--- config.mk ---
export PLATFORM = sky130hd
export DESIGN_NAME = gbts_cell
export DESIGN_NICKNAME = d
export VERILOG_FILES = /design/src/hdl/gbts_pkg.sv /design/src/hdl/gbts_cell.sv
export SDC_FILE = /design/constraint.sdc
export NUM_CORES = 1
export LEC_CHECK = 0
export ABC_AREA = 1
export BUFFER_PORTS_ARGS = -buffer_cell sky130_fd_sc_hd__buf_2
export CAP_MARGIN = 10
export CORE_AREA = 10 10 47 49
export CTS_CLUSTER_DIAMETER = 100
export DETAILED_ROUTE_END_ITERATION = 12
export DIE_AREA = 0 0 57 59
export PLACE_DENSITY = 0.83
export SETUP_SLACK_MARGIN = 0.1
export SLEW_MARGIN = 20
export SYNTH_ARGS = -nofsm -noshare
export SYNTH_HDL_FRONTEND = slang
export SYNTH_SLANG_ARGS = --single-unit
--- constraint.sdc ---
create_clock -name clock -period 0.8 [get_ports clock]
set_input_delay 0 -clock clock [delete_from_list [all_inputs] [get_ports clock]]
set_output_delay 0 -clock clock [all_outputs]
set_load 0.02 [all_outputs]
--- src/hdl/gbts_pkg.sv ---
// ----------------------------------------------------------------------------
// gbts_pkg
// shared types and constants of the gap buffer text store
// ----------------------------------------------------------------------------
`default_nettype none

package gbts_pkg;

   localparam int CAPACITY = 4096;
   localparam int ADDR_W   = $clog2(CAPACITY);
   localparam int LEN_W    = 13;
   localparam int BYTE_W   = 8;

   typedef enum logic [1:0] {
      OP_INSERT = 2'd0,
      OP_DELETE = 2'd1,
      OP_MOVE   = 2'd2,
      OP_READ   = 2'd3
   } op_type;

   typedef enum logic [1:0] {
      ST_OK    = 2'd0,
      ST_FULL  = 2'd1,
      ST_RANGE = 2'd2
   } status_type;

   // one stage of the byte shifting chain
   typedef struct packed {
      logic              valid;
      logic [ADDR_W-1:0] addr;
      logic [BYTE_W-1:0] data;
   } cell_type;

endpackage

`default_nettype wire

--- src/hdl/gbts_cell.sv ---
// ----------------------------------------------------------------------------
// gbts_cell
// one stage of the shifting chain: holds a target address and a byte
// ----------------------------------------------------------------------------
`default_nettype none

module gbts_cell
   import gbts_pkg::*;
(
   input  wire logic     clock,
   input  wire logic     reset,
   input  wire cell_type cell_in,
   output      cell_type cell_out
);

   logic              valid_ff;
   logic [ADDR_W-1:0] addr_ff;
   logic [BYTE_W-1:0] data_ff;

   always_ff @(posedge clock) begin
      if (reset) begin
         valid_ff <= 1'b0;
      end else begin
         valid_ff <= cell_in.valid;
      end
   end

   always_ff @(posedge clock) begin
      addr_ff <= cell_in.addr;
      data_ff <= cell_in.data;
   end

   assign cell_out = '{valid: valid_ff, addr: addr_ff, data: data_ff};

endmodule

`default_nettype wire
==> results of run 1 <==
-- area by class of cell --
cell class	count	area, µm²	area share
timing repair buffer	65	567	0.530
sequential	21	447	0.418
clock buffer	4	26.3	0.0246
multi-input combinational	1	6.26	0.00585
inverter	1	3.75	0.00351
tap	16	20.0	0.0187
-- state kept, by name, indices dropped and copies added (netlist names) --
signal and cells:
data_ff 8, valid_ff 1, addr_ff 12
-- kinds of logic after synthesis --
| logic type | after synthesis | share of synthesized area |
|---|---|---|
| DFF | 21 | 0.960 |
| and+or+nand+nor | 1 | 0.0143 |
| buffers and inverters | 2 | 0.0257 |
-- metrics by stage --
step	utilization	worst slack (ns)	hold WS, ns	std cells	total power, mW
2_1_floorplan	-	0.384	0.0277	24	1.22
3_3_place_gp	0.475	0.360	0.102	82	1.32
3_5_place_dp	0.475	0.346	0.104	82	1.32
4_1_cts	0.763	0.0463	0.329	108	1.96
5_1_grt	0.763	0.0184	0.325	108	2.03
6_report	0.763	0.0619	0.339	108	1.93
-- repair_timing --
item	4_1_cts	5_1_grt
gates resized for setup	63	0
endpoints found under the setup margin	21	21
pin swaps	0	0
hold buffers	22	0
endpoints found under the hold margin	21	0
-- power by group --
part           switching [mW]  leakage [nW]  total, mW  internal (mW)
registers              0.0245         0.177       1.14           1.11
logic                   0.123         0.313      0.333          0.209
clock network           0.270        0.0150      0.464          0.193
-- layer usage --
metal  up-vias  part of all wire  wire, µm  GRT usage
met1       201              0.27       403     0.0642
met5         -                 0         0          0
met3         0              0.13       191     0.0579
li1        206                 -         -          -
met4         0                 0         0     0.0302
met2        22              0.61       912      0.191
-- final timing paths --
kind	start	end	cells past startpoint
hold / removal	cell_in[1]	data_ff[1]$_DFF_P_	2
setup / recovery	valid_ff$_SDFF_PP0_	cell_out[20]	1
-- placed cells by master, fill, tap and decap left out --
master         Yosys  final
buf_2              0     22
buf_6              0     21
clkbuf_1           0      1
clkbuf_4           0      3
dfxtp_2            0     21
dlygate4sd3_1      0     22
inv_1              1      1
nor2_2             1      1
==> results.toml, run 1 <==
[status]
outcome = "finished clean"

[sta]
hold_viol = 0
fmax_mhz = 1350
worst_pin_slew_ns = 0.102
setup_viol = 0
rsz0062_at_grt = "yes"
finalCritPeriodShare = 0.923
slew_headroom = 0.932
drv_slew = 0
tns_ns = 0
period_minus_slack_ns = 0.738

[synth]
avgSynthCellArea_um2 = 18.2
synth_top_area_cell = "dfxtp_1"
syn-num-nets = 47
yosysMostFrequentCell = "dfxtp_1"
synth_area_leaders = "dfxtp_1 96%, buf_4 1.7%, nor2_2 1.4%, inv_1 0.86%"
yosysSeqAreaShare = 0.960
yosys_warnings = 0
async_reset_ff_frac = 0
netlist_area_um2 = 438
synth_top_area_share = 0.960
synth_edf_count = 0
syn_inst = 24
ys_types = 4
yosys_most_used_dff = "dfxtp_1"
ys_top_cells_by_count = "21 x dfxtp_1, 1 x buf_4, 1 x inv_1, 1 x nor2_2"
ys_ff_latch = 21

[setup_path]
crit_chain = "buf_6"
worst_path_largest_cell_delay_ns = 0.33
crit_type = "flip-flop to primary output"
endpoint_kind = "primary output"
cp.required_ns = 0.80
crit_slowest_cell = "dfxtp_2"
arrival_ns = 0.74
critPathMaxFanout = 1
path_delay_family = "flip-flops"
start_kind = "flip-flop"
cp_num_buf_inv = 1

[finish]
fin_area_um2 = 1070
syn_to_final_growth_pct = 144
fin_nets = 116
n_fill_cell = 94
diodes = 0
drive_gt1_frac = 0.739

[floorplanning]
coreArea_um2 = 1400
io_pins = 44
dieArea_um2 = 3360
die_w_um = 57
rows = 14
initial_utilization = 0.313
die_h_um = 59

[job]
maxCapViolations = 0

[global_route]
track_usage = 0.0925
grt_pass1_wl_um = 2370
grt_antenna_before_repair = 0
grt_max_degree = 12
globalRouteOverflowTotal = 0
grt_pass1_vias = 499

[clock_network]
clockBufferDepth = 2
cts_buffers = 3
clockRootBuffer = "clkbuf_4"
clk_pin_slew_ns = 0.10
cts_setup_buffers = 0
cts-htree-levels = 1
cts_tree = "yes"
cts.sinks = 21

[drt]
first_pass_iters = 2
drc = 0
drtIter0Drc = 2
wire_per_inst_um = 14.0
via_per_inst = 3.97
drt_wl_total_um = 1510
drtAntennaViolNets = 0
vias = 429

[placement]
dp_hpwl_um = 1000
port_buffers = 43
post_dp_cell_area_um2 = 666
gp_congestion = 0.559

[min_path]
min_path_type = "primary input to flip-flop"

[power_and_ir_drop]
leakage_nw = 0.505
ir_worst_vdd_uv = 1370
p_per_area_nw_per_um2 = 1810
No activity file was read; power rests on OpenSTA's default activity.
==> run 2, diff against run 1 <==
Settings changed: MAX_ROUTING_LAYER set to met4, PLACE_DENSITY 0.83 to 0.81.
==> run 2 against run 1 <==
Total power grew 0.56%. Via count shrank 3.0%. Worst setup slack lost 0.0073 ns. Wire length grew 5.8%. Core utilization is the same. Final cell count is the same. First-iteration DRC count shrank 50%. Sequential share of layout area is the same. Hold slack is essentially flat. Critical path depth is the same. Count of clock-buffer cells in the layout is the same. Maximum frequency shrank 0.98%. Critical path type unchanged. Largest cell class unchanged.
==> results.toml, run 2 (synthesis results as in run 1) <==
[status]
outcome = "finished clean"

[power_and_ir_drop]
total_power_mw = 1.94
p_per_area_nw_per_um2 = 1820
leakage_nw = 0.505
ir_worst_vdd_uv = 1380

[global_route]
track_usage = 0.0991
globalRouteOverflowTotal = 0
grt_pass1_wl_um = 2460
grt_pass1_vias = 517
grt_max_degree = 12
grt_antenna_before_repair = 0

[sta]
setup_viol = 0
fmax_mhz = 1340
tns_ns = 0
worst_pin_slew_ns = 0.105
worst_slack_ns = 0.0546
drv_slew = 0
rsz0062_at_grt = "yes"
hold_viol = 0
slew_headroom = 0.930
period_minus_slack_ns = 0.745
finalCritPeriodShare = 0.932

[floorplanning]
dieArea_um2 = 3360
die_w_um = 57
rows = 14
coreArea_um2 = 1400
die_h_um = 59
initial_utilization = 0.313
io_pins = 44

[setup_path]
start_kind = "flip-flop"
arrival_ns = 0.75
worst_path_largest_cell_delay_ns = 0.34
crit_chain = "buf_6"
endpoint_kind = "primary output"
cp.required_ns = 0.80
path_delay_family = "flip-flops"
cp_num_buf_inv = 1
crit_slowest_cell = "dfxtp_2"
critPathMaxFanout = 1
crit_type = "flip-flop to primary output"

[job]
maxCapViolations = 0

[placement]
port_buffers = 43
gp_congestion = 0.572
dp_hpwl_um = 953
post-place-ws_ns = 0.349

[drt]
drc = 0
drt_wl_total_um = 1600
drtIter0Drc = 1
wire_per_inst_um = 14.8
vias = 416
via_per_inst = 3.85
first_pass_iters = 2
drtAntennaViolNets = 0

[clock_network]
clockRootBuffer = "clkbuf_4"
clockBufferDepth = 2
clk_pin_slew_ns = 0.10
cts.sinks = 21
cts_setup_buffers = 0
cts-htree-levels = 1
cts_tree = "yes"
cts_buffers = 3

[finish]
largest_reg_flops = 12
diodes = 0
reg_top3 = "addr_ff (12), data_ff (8), valid_ff (1)"
n_fill_cell = 98
syn_to_final_growth_pct = 144
largest-register = "addr_ff"
final_util = 0.763
final_cell_mix = "22 x dlygate4sd3_1, 22 x buf_2, 21 x dfxtp_2, 21 x buf_6, 3 x clkbuf_4"
drive_gt1_frac = 0.739
fin_nets = 116

[min_path]
min_path_type = "primary input to flip-flop"
[run 2: area by class of cell]
cell class,instances,area (µm²),area share
flip-flops and latches,21,447,0.418
multi-input cells,1,6.26,0.00585
clock buffers,4,26.3,0.0246
repair buffers,65,567,0.530
inverters,1,3.75,0.00351
well taps,16,20.0,0.0187
[run 2: path summary, 6_finish.rpt]
path,from,endpoint,slack [ns],depth (start not counted)
max,data_ff[3]$_DFF_P_,cell_out[3],0.05,1
min,cell_in[2],data_ff[2]$_DFF_P_,0.34,2
[run 2: report_power, final]
part	internal [mW]	leakage (nW)	total (mW)	switching, mW
clock network	0.194	0.0150	0.472	0.278
logic	0.210	0.313	0.334	0.124
registers	1.11	0.177	1.14	0.0261
[run 2: layer usage]
| metal | GRT usage | vias to the layer above | routed length, µm |
|---|---|---|---|
| li1 | - | 206 | - |
| met1 | 0.0764 | 186 | 492 |
| met2 | 0.192 | 22 | 959 |
| met3 | 0.0408 | 2 | 137 |
| met4 | 0.0503 | 0 | 5 |
| met5 | - | - | 0 |
[run 2: what timing repair did]
action                                  in CTS  in global routing
endpoints found under the setup margin      21                 21
resized for setup                           63                  0
endpoints found under the hold margin       21                  0
hold buffers                                22                  0
[run 2: stage by stage]
stage	cells	hold WS, ns	instance area, µm²
6_report	108	0.339	1070
5_1_grt	108	0.326	1070
4_1_cts	108	0.325	1070
3_5_place_dp	82	0.104	666
3_3_place_gp	82	0.102	666
2_1_floorplan	24	0.0277	438
